<file path="config.mk">
export PLATFORM = sky130hd
export DESIGN_NAME = lamport_request_queue
export DESIGN_NICKNAME = d
export VERILOG_FILES = /design/src/rtl/lrq_pkg.sv /design/src/rtl/lamport_request_queue.sv /design/src/rtl/lrq_ram.sv /design/src/rtl/lrq_cmp.sv /design/src/rtl/lrq_ctrl.sv
export VERILOG_INCLUDE_DIRS = /design/src /design/src/rtl
export SDC_FILE = /design/constraint.sdc
export NUM_CORES = 2
export LEC_CHECK = 0
export ABC_AREA = 0
export BUFFER_PORTS_ARGS = -buffer_cell sky130_fd_sc_hd__buf_4
export CORE_MARGIN = 10
export CORE_UTILIZATION = 50
export DETAILED_ROUTE_END_ITERATION = 10
export PLACE_DENSITY_LB_ADDON = 0.08
export SYNTH_ARGS = -nofsm -noshare
export SYNTH_HDL_FRONTEND = slang
export SYNTH_HIERARCHICAL = 1
export SYNTH_SLANG_ARGS = --single-unit
</file>
<file path="constraint.sdc">
create_clock -name clk -period 13.37 [get_ports clk]
set_input_delay 1.337 -clock clk [delete_from_list [all_inputs] [get_ports clk]]
set_output_delay 1.337 -clock clk [all_outputs]
set_load 0.02 [all_outputs]
</file>
<file path="src/rtl/lamport_request_queue_defines.svh">
// ----------------------------------------------------------------------------
// Lamport request queue assertion macros
// Shared property shapes for the concurrent checks in the queue RTL.
// ----------------------------------------------------------------------------
`ifndef LAMPORT_REQUEST_QUEUE_DEFINES_SVH
`define LAMPORT_REQUEST_QUEUE_DEFINES_SVH

// Same-cycle implication, checked out of reset.
`define LRQ_ASSERT_NOW(label, ante, cons, msg) \
  label: assert property (@(posedge clk) disable iff (!rst_n) (ante) |-> (cons)) \
    else $error(msg);

// Next-cycle implication, checked out of reset.
`define LRQ_ASSERT_NEXT(label, ante, cons, msg) \
  label: assert property (@(posedge clk) disable iff (!rst_n) (ante) |=> (cons)) \
    else $error(msg);

`endif

</file>
<file path="src/rtl/lrq_pkg.sv">
// ----------------------------------------------------------------------------
// Lamport request queue package
// Payload structs, operation and status codes, and sequencer states.
// ----------------------------------------------------------------------------
package lrq_pkg;

  localparam logic [1:0] FUNC_REQUEST = 2'd0;
  localparam logic [1:0] FUNC_REPLY   = 2'd1;
  localparam logic [1:0] FUNC_RELEASE = 2'd2;

  localparam logic [1:0] ST_OK       = 2'd0;
  localparam logic [1:0] ST_FULL     = 2'd1;
  localparam logic [1:0] ST_NO_MATCH = 2'd2;
  localparam logic [1:0] ST_EMPTY    = 2'd3;

  localparam logic REG_OWN_NODE = 1'b0;

  typedef struct packed {
    logic [1:0]  func;
    logic [31:0] msg_stamp;
    logic        stamp_missing;
    logic [7:0]  msg_node;
    logic [31:0] msg_proc;
    logic [15:0] msg_replies;
  } req_t;

  typedef struct packed {
    logic [1:0]  status;
    logic [31:0] clock_out;
    logic [31:0] out_stamp;
    logic [7:0]  out_node;
    logic [31:0] out_proc;
    logic [15:0] out_replies;
  } rsp_t;

  typedef struct packed {
    logic [31:0] stamp;
    logic [7:0]  node;
    logic [31:0] proc;
    logic [15:0] replies;
  } entry_t;

  typedef struct packed {
    logic [31:0] entry_stamp;
    logic [7:0]  entry_node;
    logic [31:0] key_stamp;
    logic [7:0]  key_node;
    logic [7:0]  own_node;
  } cmp_req_t;

  typedef struct packed {
    logic ins_before;
    logic rep_hit;
    logic rep_exact;
  } cmp_res_t;

  typedef enum logic [3:0] {
    S_IDLE,
    S_DISPATCH,
    S_SCAN_RD,
    S_SCAN_CHK,
    S_SHIFT_RD,
    S_SHIFT_WR,
    S_INSERT,
    S_REPLY_WR,
    S_REL_RD,
    S_REL_OUT
  } state_t;

endpackage

</file>
<file path="src/rtl/lamport_request_queue.sv">
// ----------------------------------------------------------------------------
// Lamport request queue
// Logical clock and (stamp, node) ordered lock request queue for mutual
// exclusion, with an APB register for the own node number.
// ----------------------------------------------------------------------------
// An item is taken when start is high and busy is low, and busy stays high
// until its single result has been produced. The result is shown on out_data
// for exactly one cycle with out_valid high and cannot be stalled, so the
// receiver must capture it in that cycle. Queue entries live in a ring buffer
// in a single-port-read memory with registered read data, and the compare
// unit looks at one entry at a time, read in S_SCAN_RD and checked in
// S_SCAN_CHK. A command that fails early ends in S_DISPATCH, an append goes
// from S_DISPATCH to S_INSERT and a release through S_REL_RD to S_REL_OUT.
// A request that is inserted in the middle scans entries, shifts the later
// entries back through S_SHIFT_RD and S_SHIFT_WR and ends in S_INSERT; a
// reply scans and, on a hit, ends in S_REPLY_WR. A new item can be accepted
// in the cycle that shows the previous result.
// ----------------------------------------------------------------------------
module lamport_request_queue #(
  parameter int QUEUE_DEPTH = 16
) (
  input  logic          clk,
  input  logic          rst_n,
  input  logic          start,
  output logic          busy,
  input  lrq_pkg::req_t in_data,
  output logic          out_valid,
  output lrq_pkg::rsp_t out_data,
  input  logic          psel,
  input  logic          penable,
  input  logic          pwrite,
  input  logic [2:0]    paddr,
  input  logic [31:0]   pwdata,
  output logic [31:0]   prdata,
  output logic          pready
);

  localparam int AW = (QUEUE_DEPTH > 1) ? $clog2(QUEUE_DEPTH) : 1;
  localparam int CW = $clog2(QUEUE_DEPTH + 1);

  logic [7:0]        own_node_r;
  logic              cfg_wr;
  logic              wr_en;
  logic [AW-1:0]     wr_addr;
  lrq_pkg::entry_t   wr_data;
  logic              rd_en;
  logic [AW-1:0]     rd_addr;
  lrq_pkg::entry_t   rd_data;
  lrq_pkg::cmp_req_t cmp_req;
  lrq_pkg::cmp_res_t cmp_res;

  assign cfg_wr = psel && penable && pwrite && (paddr[2] == lrq_pkg::REG_OWN_NODE);

  always_ff @(posedge clk) begin
    if (!rst_n) begin
      own_node_r <= '0;
    end else if (cfg_wr) begin
      own_node_r <= pwdata[7:0];
    end
  end

  assign pready = 1'b1;
  assign prdata = (paddr[2] == lrq_pkg::REG_OWN_NODE) ? {24'd0, own_node_r} : 32'd0;

  lrq_ram #(
    .DEPTH (QUEUE_DEPTH),
    .AW    (AW)
  ) u_ram (
    .clk     (clk),
    .wr_en   (wr_en),
    .wr_addr (wr_addr),
    .wr_data (wr_data),
    .rd_en   (rd_en),
    .rd_addr (rd_addr),
    .rd_data (rd_data)
  );

  lrq_cmp u_cmp (
    .req (cmp_req),
    .res (cmp_res)
  );

  lrq_ctrl #(
    .QUEUE_DEPTH (QUEUE_DEPTH),
    .AW          (AW),
    .CW          (CW)
  ) u_ctrl (
    .clk       (clk),
    .rst_n     (rst_n),
    .start     (start),
    .in_data   (in_data),
    .own_node  (own_node_r),
    .busy      (busy),
    .out_valid (out_valid),
    .out_data  (out_data),
    .wr_en     (wr_en),
    .wr_addr   (wr_addr),
    .wr_data   (wr_data),
    .rd_en     (rd_en),
    .rd_addr   (rd_addr),
    .rd_data   (rd_data),
    .cmp_req   (cmp_req),
    .cmp_res   (cmp_res)
  );

endmodule

</file>
<file path="src/rtl/lrq_ram.sv">
// ----------------------------------------------------------------------------
// Lamport request queue entry memory
// One write port and one read port with registered read data.
// ----------------------------------------------------------------------------
module lrq_ram #(
  parameter int DEPTH = 16,
  parameter int AW    = 4
) (
  input  logic                 clk,
  input  logic                 wr_en,
  input  logic [AW-1:0]        wr_addr,
  input  lrq_pkg::entry_t      wr_data,
  input  logic                 rd_en,
  input  logic [AW-1:0]        rd_addr,
  output lrq_pkg::entry_t      rd_data
);

  lrq_pkg::entry_t mem_r [DEPTH];
  lrq_pkg::entry_t rd_data_r;

  always_ff @(posedge clk) begin
    if (wr_en) begin
      mem_r[wr_addr] <= wr_data;
    end
  end

  always_ff @(posedge clk) begin
    if (rd_en) begin
      rd_data_r <= mem_r[rd_addr];
    end
  end

  assign rd_data = rd_data_r;

endmodule

</file>
<file path="src/rtl/lrq_cmp.sv">
// ----------------------------------------------------------------------------
// Lamport request queue compare unit
// Orders one stored entry against the key of the item in progress and flags own-node reply matches.
// ----------------------------------------------------------------------------
module lrq_cmp (
  input  lrq_pkg::cmp_req_t req,
  output lrq_pkg::cmp_res_t res
);

  logic stamp_lt;
  logic stamp_eq;

  assign stamp_lt = req.key_stamp < req.entry_stamp;
  assign stamp_eq = req.key_stamp == req.entry_stamp;

  assign res.ins_before = stamp_lt || (stamp_eq && (req.key_node < req.entry_node));
  assign res.rep_hit    = (req.entry_node == req.own_node) && !stamp_lt;
  assign res.rep_exact  = stamp_eq;

endmodule

</file>
<file path="src/rtl/lrq_ctrl.sv">
// ----------------------------------------------------------------------------
// Lamport request queue sequencer
// Walks the ring-buffered queue one entry at a time for scans and shifts.
// ----------------------------------------------------------------------------
`include "lamport_request_queue_defines.svh"

module lrq_ctrl #(
  parameter int QUEUE_DEPTH = 16,
  parameter int AW          = 4,
  parameter int CW          = 5
) (
  input  logic              clk,
  input  logic              rst_n,
  input  logic              start,
  input  lrq_pkg::req_t     in_data,
  input  logic [7:0]        own_node,
  output logic              busy,
  output logic              out_valid,
  output lrq_pkg::rsp_t     out_data,
  output logic              wr_en,
  output logic [AW-1:0]     wr_addr,
  output lrq_pkg::entry_t   wr_data,
  output logic              rd_en,
  output logic [AW-1:0]     rd_addr,
  input  lrq_pkg::entry_t   rd_data,
  output lrq_pkg::cmp_req_t cmp_req,
  input  lrq_pkg::cmp_res_t cmp_res
);

  localparam logic [CW-1:0] DEPTH_C  = CW'(QUEUE_DEPTH);
  localparam logic [AW:0]   DEPTH_W  = (AW+1)'(QUEUE_DEPTH);
  localparam logic [AW-1:0] LAST_IDX = AW'(QUEUE_DEPTH - 1);

  lrq_pkg::state_t state_r, state_nxt;
  lrq_pkg::req_t   item_r, item_nxt;
  lrq_pkg::entry_t hit_ent_r, hit_ent_nxt;
  lrq_pkg::rsp_t   res_r, res_nxt;
  logic [31:0]     clock_r, clock_nxt;
  logic [31:0]     stamp_eff_r, stamp_eff_nxt;
  logic [AW-1:0]   head_r, head_nxt;
  logic [CW-1:0]   count_r, count_nxt;
  logic [CW-1:0]   idx_r, idx_nxt;
  logic [CW-1:0]   pos_r, pos_nxt;
  logic [CW-1:0]   hit_idx_r, hit_idx_nxt;
  logic            found_r, found_nxt;
  logic            out_valid_r, out_valid_nxt;

  logic [31:0]     clk_inc;
  logic [CW-1:0]   idx_inc;
  logic [CW-1:0]   idx_dec;
  logic            fin;
  logic            rel;
  logic [1:0]      fin_status;
  logic            hit_now;

  function automatic logic [AW-1:0] phys(input logic [CW-1:0] li);
    logic [AW:0] sum;
    sum = {1'b0, head_r} + (AW+1)'(li);
    if (sum >= DEPTH_W) begin
      sum = sum - DEPTH_W;
    end
    return sum[AW-1:0];
  endfunction

  always_ff @(posedge clk) begin
    if (!rst_n) begin
      state_r     <= lrq_pkg::S_IDLE;
      clock_r     <= '0;
      head_r      <= '0;
      count_r     <= '0;
      out_valid_r <= 1'b0;
    end else begin
      state_r     <= state_nxt;
      clock_r     <= clock_nxt;
      head_r      <= head_nxt;
      count_r     <= count_nxt;
      out_valid_r <= out_valid_nxt;
    end
  end

  always_ff @(posedge clk) begin
    item_r      <= item_nxt;
    hit_ent_r   <= hit_ent_nxt;
    res_r       <= res_nxt;
    stamp_eff_r <= stamp_eff_nxt;
    idx_r       <= idx_nxt;
    pos_r       <= pos_nxt;
    hit_idx_r   <= hit_idx_nxt;
    found_r     <= found_nxt;
  end

  assign clk_inc = clock_r + 32'd1;
  assign idx_inc = idx_r + CW'(1);
  assign idx_dec = idx_r - CW'(1);

  always_comb begin
    cmp_req.entry_stamp = rd_data.stamp;
    cmp_req.entry_node  = rd_data.node;
    cmp_req.key_stamp   = stamp_eff_r;
    cmp_req.key_node    = item_r.msg_node;
    cmp_req.own_node    = own_node;
  end

  always_comb begin
    logic [31:0] seff;
    state_nxt     = state_r;
    item_nxt      = item_r;
    hit_ent_nxt   = hit_ent_r;
    res_nxt       = res_r;
    clock_nxt     = clock_r;
    stamp_eff_nxt = stamp_eff_r;
    head_nxt      = head_r;
    count_nxt     = count_r;
    idx_nxt       = idx_r;
    pos_nxt       = pos_r;
    hit_idx_nxt   = hit_idx_r;
    found_nxt     = found_r;
    out_valid_nxt = 1'b0;
    wr_en         = 1'b0;
    wr_addr       = phys(idx_r);
    wr_data       = rd_data;
    rd_en         = 1'b0;
    rd_addr       = phys(idx_r);
    fin           = 1'b0;
    rel           = 1'b0;
    fin_status    = lrq_pkg::ST_OK;
    hit_now       = 1'b0;
    seff          = item_r.stamp_missing ? clk_inc : item_r.msg_stamp;

    case (state_r)
      lrq_pkg::S_IDLE: begin
        if (start) begin
          item_nxt  = in_data;
          state_nxt = lrq_pkg::S_DISPATCH;
        end
      end

      lrq_pkg::S_DISPATCH: begin
        idx_nxt   = '0;
        found_nxt = 1'b0;
        case (item_r.func)
          lrq_pkg::FUNC_REQUEST: begin
            clock_nxt = clk_inc;
            if (item_r.msg_node == own_node) begin
              seff    = clk_inc;
              pos_nxt = count_r;
            end else if ((seff >= clk_inc) || (count_r == '0)) begin
              clock_nxt = seff;
              pos_nxt   = count_r;
            end
            stamp_eff_nxt = seff;
            if (count_r == DEPTH_C) begin
              fin        = 1'b1;
              fin_status = lrq_pkg::ST_FULL;
            end else if ((item_r.msg_node == own_node) || (seff >= clk_inc) ||
                         (count_r == '0)) begin
              state_nxt = lrq_pkg::S_INSERT;
            end else begin
              state_nxt = lrq_pkg::S_SCAN_RD;
            end
          end
          lrq_pkg::FUNC_REPLY: begin
            clock_nxt     = clk_inc;
            stamp_eff_nxt = item_r.msg_stamp;
            if (count_r == '0) begin
              fin        = 1'b1;
              fin_status = lrq_pkg::ST_NO_MATCH;
            end else begin
              state_nxt = lrq_pkg::S_SCAN_RD;
            end
          end
          lrq_pkg::FUNC_RELEASE: begin
            clock_nxt = clk_inc;
            if (count_r == '0) begin
              fin        = 1'b1;
              fin_status = lrq_pkg::ST_EMPTY;
            end else begin
              state_nxt = lrq_pkg::S_REL_RD;
            end
          end
          default: begin
            fin = 1'b1;
          end
        endcase
      end

      lrq_pkg::S_SCAN_RD: begin
        rd_en     = 1'b1;
        state_nxt = lrq_pkg::S_SCAN_CHK;
      end

      lrq_pkg::S_SCAN_CHK: begin
        idx_nxt = idx_inc;
        if (item_r.func == lrq_pkg::FUNC_REQUEST) begin
          if (cmp_res.ins_before) begin
            pos_nxt   = idx_r;
            idx_nxt   = count_r;
            state_nxt = lrq_pkg::S_SHIFT_RD;
          end else if (idx_inc == count_r) begin
            pos_nxt   = count_r;
            state_nxt = lrq_pkg::S_INSERT;
          end else begin
            state_nxt = lrq_pkg::S_SCAN_RD;
          end
        end else begin
          hit_now = cmp_res.rep_hit;
          if (hit_now) begin
            found_nxt   = 1'b1;
            hit_idx_nxt = idx_r;
            hit_ent_nxt = rd_data;
          end
          if (hit_now && cmp_res.rep_exact) begin
            state_nxt = lrq_pkg::S_REPLY_WR;
          end else if (idx_inc == count_r) begin
            if (found_nxt) begin
              state_nxt = lrq_pkg::S_REPLY_WR;
            end else begin
              fin        = 1'b1;
              fin_status = lrq_pkg::ST_NO_MATCH;
            end
          end else begin
            state_nxt = lrq_pkg::S_SCAN_RD;
          end
        end
      end

      lrq_pkg::S_SHIFT_RD: begin
        rd_en     = 1'b1;
        rd_addr   = phys(idx_dec);
        state_nxt = lrq_pkg::S_SHIFT_WR;
      end

      lrq_pkg::S_SHIFT_WR: begin
        wr_en   = 1'b1;
        wr_addr = phys(idx_r);
        wr_data = rd_data;
        idx_nxt = idx_dec;
        if (idx_dec == pos_r) begin
          state_nxt = lrq_pkg::S_INSERT;
        end else begin
          state_nxt = lrq_pkg::S_SHIFT_RD;
        end
      end

      lrq_pkg::S_INSERT: begin
        wr_en           = 1'b1;
        wr_addr         = phys(pos_r);
        wr_data.stamp   = stamp_eff_r;
        wr_data.node    = item_r.msg_node;
        wr_data.proc    = item_r.msg_proc;
        wr_data.replies = item_r.msg_replies;
        count_nxt       = count_r + CW'(1);
        fin             = 1'b1;
      end

      lrq_pkg::S_REPLY_WR: begin
        wr_en           = 1'b1;
        wr_addr         = phys(hit_idx_r);
        wr_data         = hit_ent_r;
        wr_data.replies = hit_ent_r.replies + 16'd1;
        fin             = 1'b1;
      end

      lrq_pkg::S_REL_RD: begin
        rd_en     = 1'b1;
        rd_addr   = head_r;
        state_nxt = lrq_pkg::S_REL_OUT;
      end

      lrq_pkg::S_REL_OUT: begin
        head_nxt  = (head_r == LAST_IDX) ? '0 : head_r + AW'(1);
        count_nxt = count_r - CW'(1);
        fin       = 1'b1;
        rel       = 1'b1;
      end

      default: begin
        state_nxt = lrq_pkg::S_IDLE;
      end
    endcase

    if (fin) begin
      state_nxt         = lrq_pkg::S_IDLE;
      out_valid_nxt     = 1'b1;
      res_nxt.status    = fin_status;
      res_nxt.clock_out = clock_nxt;
      res_nxt.out_stamp   = rel ? clock_nxt : 32'd0;
      res_nxt.out_node    = rel ? rd_data.node : 8'd0;
      res_nxt.out_proc    = rel ? rd_data.proc : 32'd0;
      res_nxt.out_replies = rel ? rd_data.replies : 16'd0;
    end
  end

  assign busy      = state_r != lrq_pkg::S_IDLE;
  assign out_valid = out_valid_r;
  assign out_data  = res_r;

  `LRQ_ASSERT_NOW(a_count_bound, 1'b1, count_r <= DEPTH_C, "Queue count exceeds depth.")
  `LRQ_ASSERT_NEXT(a_strobe_single, out_valid_r, !out_valid_r, "Result strobe held too long.")
  `LRQ_ASSERT_NOW(a_strobe_idle, out_valid_r, state_r == lrq_pkg::S_IDLE, "Result shown while busy.")
  `LRQ_ASSERT_NOW(a_release_nonempty, state_r == lrq_pkg::S_REL_OUT, count_r != '0, "Release dequeues from an empty queue.")

endmodule
</file>
==> metrics.yaml <==
outcome: "finished, final reports clean"
synth.avg_cell_area_um2: 17.7
pwr_density_cell_nw_per_um2: 201
drtAntennaViolNets: 0
dp_hpwl_um: 105000
pwr-share-clk_pct: 29.4
nets: 4982
area_growth_pct: 13.3
grt_overflow: 0
tightest_slew_ns: 1.22
cts_setup_buffers: 0
grt_pass1_vias: 42500
clkLatencyLatePin_ns: 0.83
maxSlewHeadroom_pct: 18.6
synthesis.area_um2: 78200
comb_power_share_pct: 27.6
synth.distinct_cells: 92
grt_max_degree: 128
synth_cells: 4421
globalRouteMet2Util_pct: 36.7
synth_common_cells: "edfxtp_1, mux4_2, nand2_1"
async_reset_ff_share_pct: 0
design_area_um2: 88600
critPathMaxFanout: 38
grt_use_total_pct: 22.2
fp.dieW_um: 415
p_leak_nw: 29.6
synth_ff_type: "edfxtp_1"
reg2reg_slack_ns: 6.75
p_sw_mw: 5.44
end_kind: "register"
path_clk_slew_ns: 0.07
critPathKind: "register to register"
post_cts_resized: 0
die_h_um: 415
ys_warn_count: 6
antenna_found_initial: 1
crit_path_start_kind: "register"
io_buffer_count: 237
grt_first_pass_wirelength_um: 288000
tns_ns: 0
finalCriticalPeriod_ns: 6.62
switching_share_pct: 30.5
drtIter0Drc: 3773
place_congestion: 0.903
maxSlewViolCount: 0
drtPass1Iterations: 6
synthTopCellsByArea: "edfxtp_1, mux4_2, ha_1"
coreArea_um2: 156000
p_seq_share_pct: 43.0
root_buffer: "clkbuf_16"
drive_gt1_share_pct: 23.2
met3_usage_pct: 2.97
cts_max_path_buffers: 3
hp-class: "register to register"
setup_viol: 0
clock-sinks: 1898
grt.busiest_layer: "met2"
tritoncts: "done"
num_io_pins: 289
post-route-period-util_pct: 49.5
detail_route.wl_per_cell_um: 27.9
yosysTopAreaCell: "edfxtp_1"
postRouteWirelength_um: 194000
rsz0062_at_grt: "false"
num-fill-cells: 11900
postCtsHoldBufs: 0
peakVddDrop_mv: 0.299
htree_levels: 4
drcViolationCount: 0
yosysMostFrequentCell: "edfxtp_1"
max_freq_mhz: 151
synth-seq-cells: 1898
die_area_um2: 173000
use_met1_pct: 31.3
start_util_pct: 50.2
placed_area_um2: 82400
drv_cap: 0
intPower_mw: 12.4
required_ns: 13.80
synth.top_cell.area_share_pct: 70.8
skew_ns: 0.0289
hold_viol: 0
vias: 41400
cp.arrival_ns: 7.05
vias_per_cell: 5.96
synth.yosys.seq_area_share_pct: 72.2
cts_buffers: 194
rows: 145
synth-edff-count: 1844
-- final timing paths --
check | startpoint | to | cells past startpoint
worst min-delay path | u_ram/rd_data[0]$_DFFE_PP_ | u_ctrl/hit_ent_r[0]$_DFFE_PP_ | 0
worst max-delay path | u_ctrl/state_r[1]$_SDFFE_PP0P_ | u_ram/mem_r[14][43]$_DFFE_PP_ | 11
worst min register to register | u_ram/rd_data[0]$_DFFE_PP_ | u_ctrl/hit_ent_r[0]$_DFFE_PP_ | 0
worst max register to register | u_ctrl/state_r[1]$_SDFFE_PP0P_ | u_ram/mem_r[14][43]$_DFFE_PP_ | 11
-- routing by layer --
metal,wire [um],part of all wire [%],vias up
li1,-,-,18200
met1,84300,43,21600
met2,95000,49,1329
met3,10500,5.4,250
met4,3940,2.0,0
met5,0,0,-
-- kinds of logic (layout without fill, tap and decap cells) --
group                    after synthesis  after routing  synth area share [%]
AO/OA/AOI/OAI                        650            650                  5.36
XOR/XNOR                              88             88                  1.01
adder cells (fa/ha/maj)              128            128                  2.09
buffers and inverters                394            829                  2.56
flip-flops                          1898           1898                  72.2
multiplexers                         485            485                  11.9
other                                  2             26               0.00961
AND/OR/NAND/NOR                      776            776                  4.83
-- state kept, by name, indices dropped and copies added (netlist names), 8 cells and up --
signal and flops:
u_ctrl/stamp_eff_r 32, own_node_r 8, u_ctrl/out_data 122, u_ctrl/clock_r 32, u_ctrl/hit_ent_r 88, u_ram/rd_data 88, u_ram/mem_r 1408, u_ctrl/item_r 83
u_ctrl/cmp_req 8
-- worst max-delay path, stage by stage (launching register included) --
cell and delay (ns):
dfxtp_1 0.84, and3_1 0.40, nand2_1 0.15, mux2_2 0.30, ha_1 0.20, fa_1 0.48, nor2_1 0.04, a21oi_1 0.80
nand2b_1 0.46, nor2_4 1.03, buf_4 0.72, buf_4 0.74
-- through the flow --
step	instances	worst slack [ns]	power [mW]	util (%)	hold WS, ns
finish	6938	6.75	17.8	56.8	0.464
global route	6937	6.38	18.7	56.8	0.491
CTS	6937	6.59	18.0	56.8	0.470
detailed placement	6584	6.61	12.8	52.9	0.456
global placement	6584	6.68	12.7	52.9	0.451
floorplan	4444	1.80	11.3	-	0.421
-- placed cells by master, fill, tap and decap left out, drive strengths merged, types with 7 or more instances in the layout --
cell type,n
buf,398
nand3,40
o311ai,9
xor2,43
nor3,37
a22oi,180
and2,75
xnor2,44
mux4,353
clkbuf,235
o21ai,185
a31oi,18
mux2,39
a21o,25
bufinv,14
nand2,316
a21oi,138
nor4,22
nand2b,13
dfxtp,54
o211ai,18
a211o,7
inv,82
clkinv,97
and4,12
a211oi,15
and3,12
ha,124
and2b,8
edfxtp,1844
nand4,40
conb,25
mux2i,93
or4,8
nor2,160
-- area by class of cell --
class                   instances  area, um^2  share of cell area [%]
clock buffers                 235        5060                    5.71
inverters                      78         294                   0.332
diodes                          1        2.50                 0.00283
flip-flops and latches       1898       56500                    63.7
repair buffers                398        3080                    3.47
clock inverters               118        1070                    1.21
well taps                    2058        2570                    2.91
multi-input cells            2152       20000                    22.6
-- power by group through the flow --
stage / combinational [mW] / sequential (mW) / clock, mW
final: 4.92 / 7.67 / 5.24
after global routing: 5.36 / 7.70 / 5.59
after CTS: 5.00 / 7.68 / 5.35
after detailed placement: 4.98 / 7.79 / 0
after global placement: 4.94 / 7.79 / 0
after floorplan: 3.41 / 7.85 / 0
Power figures use the tool's default switching activity.
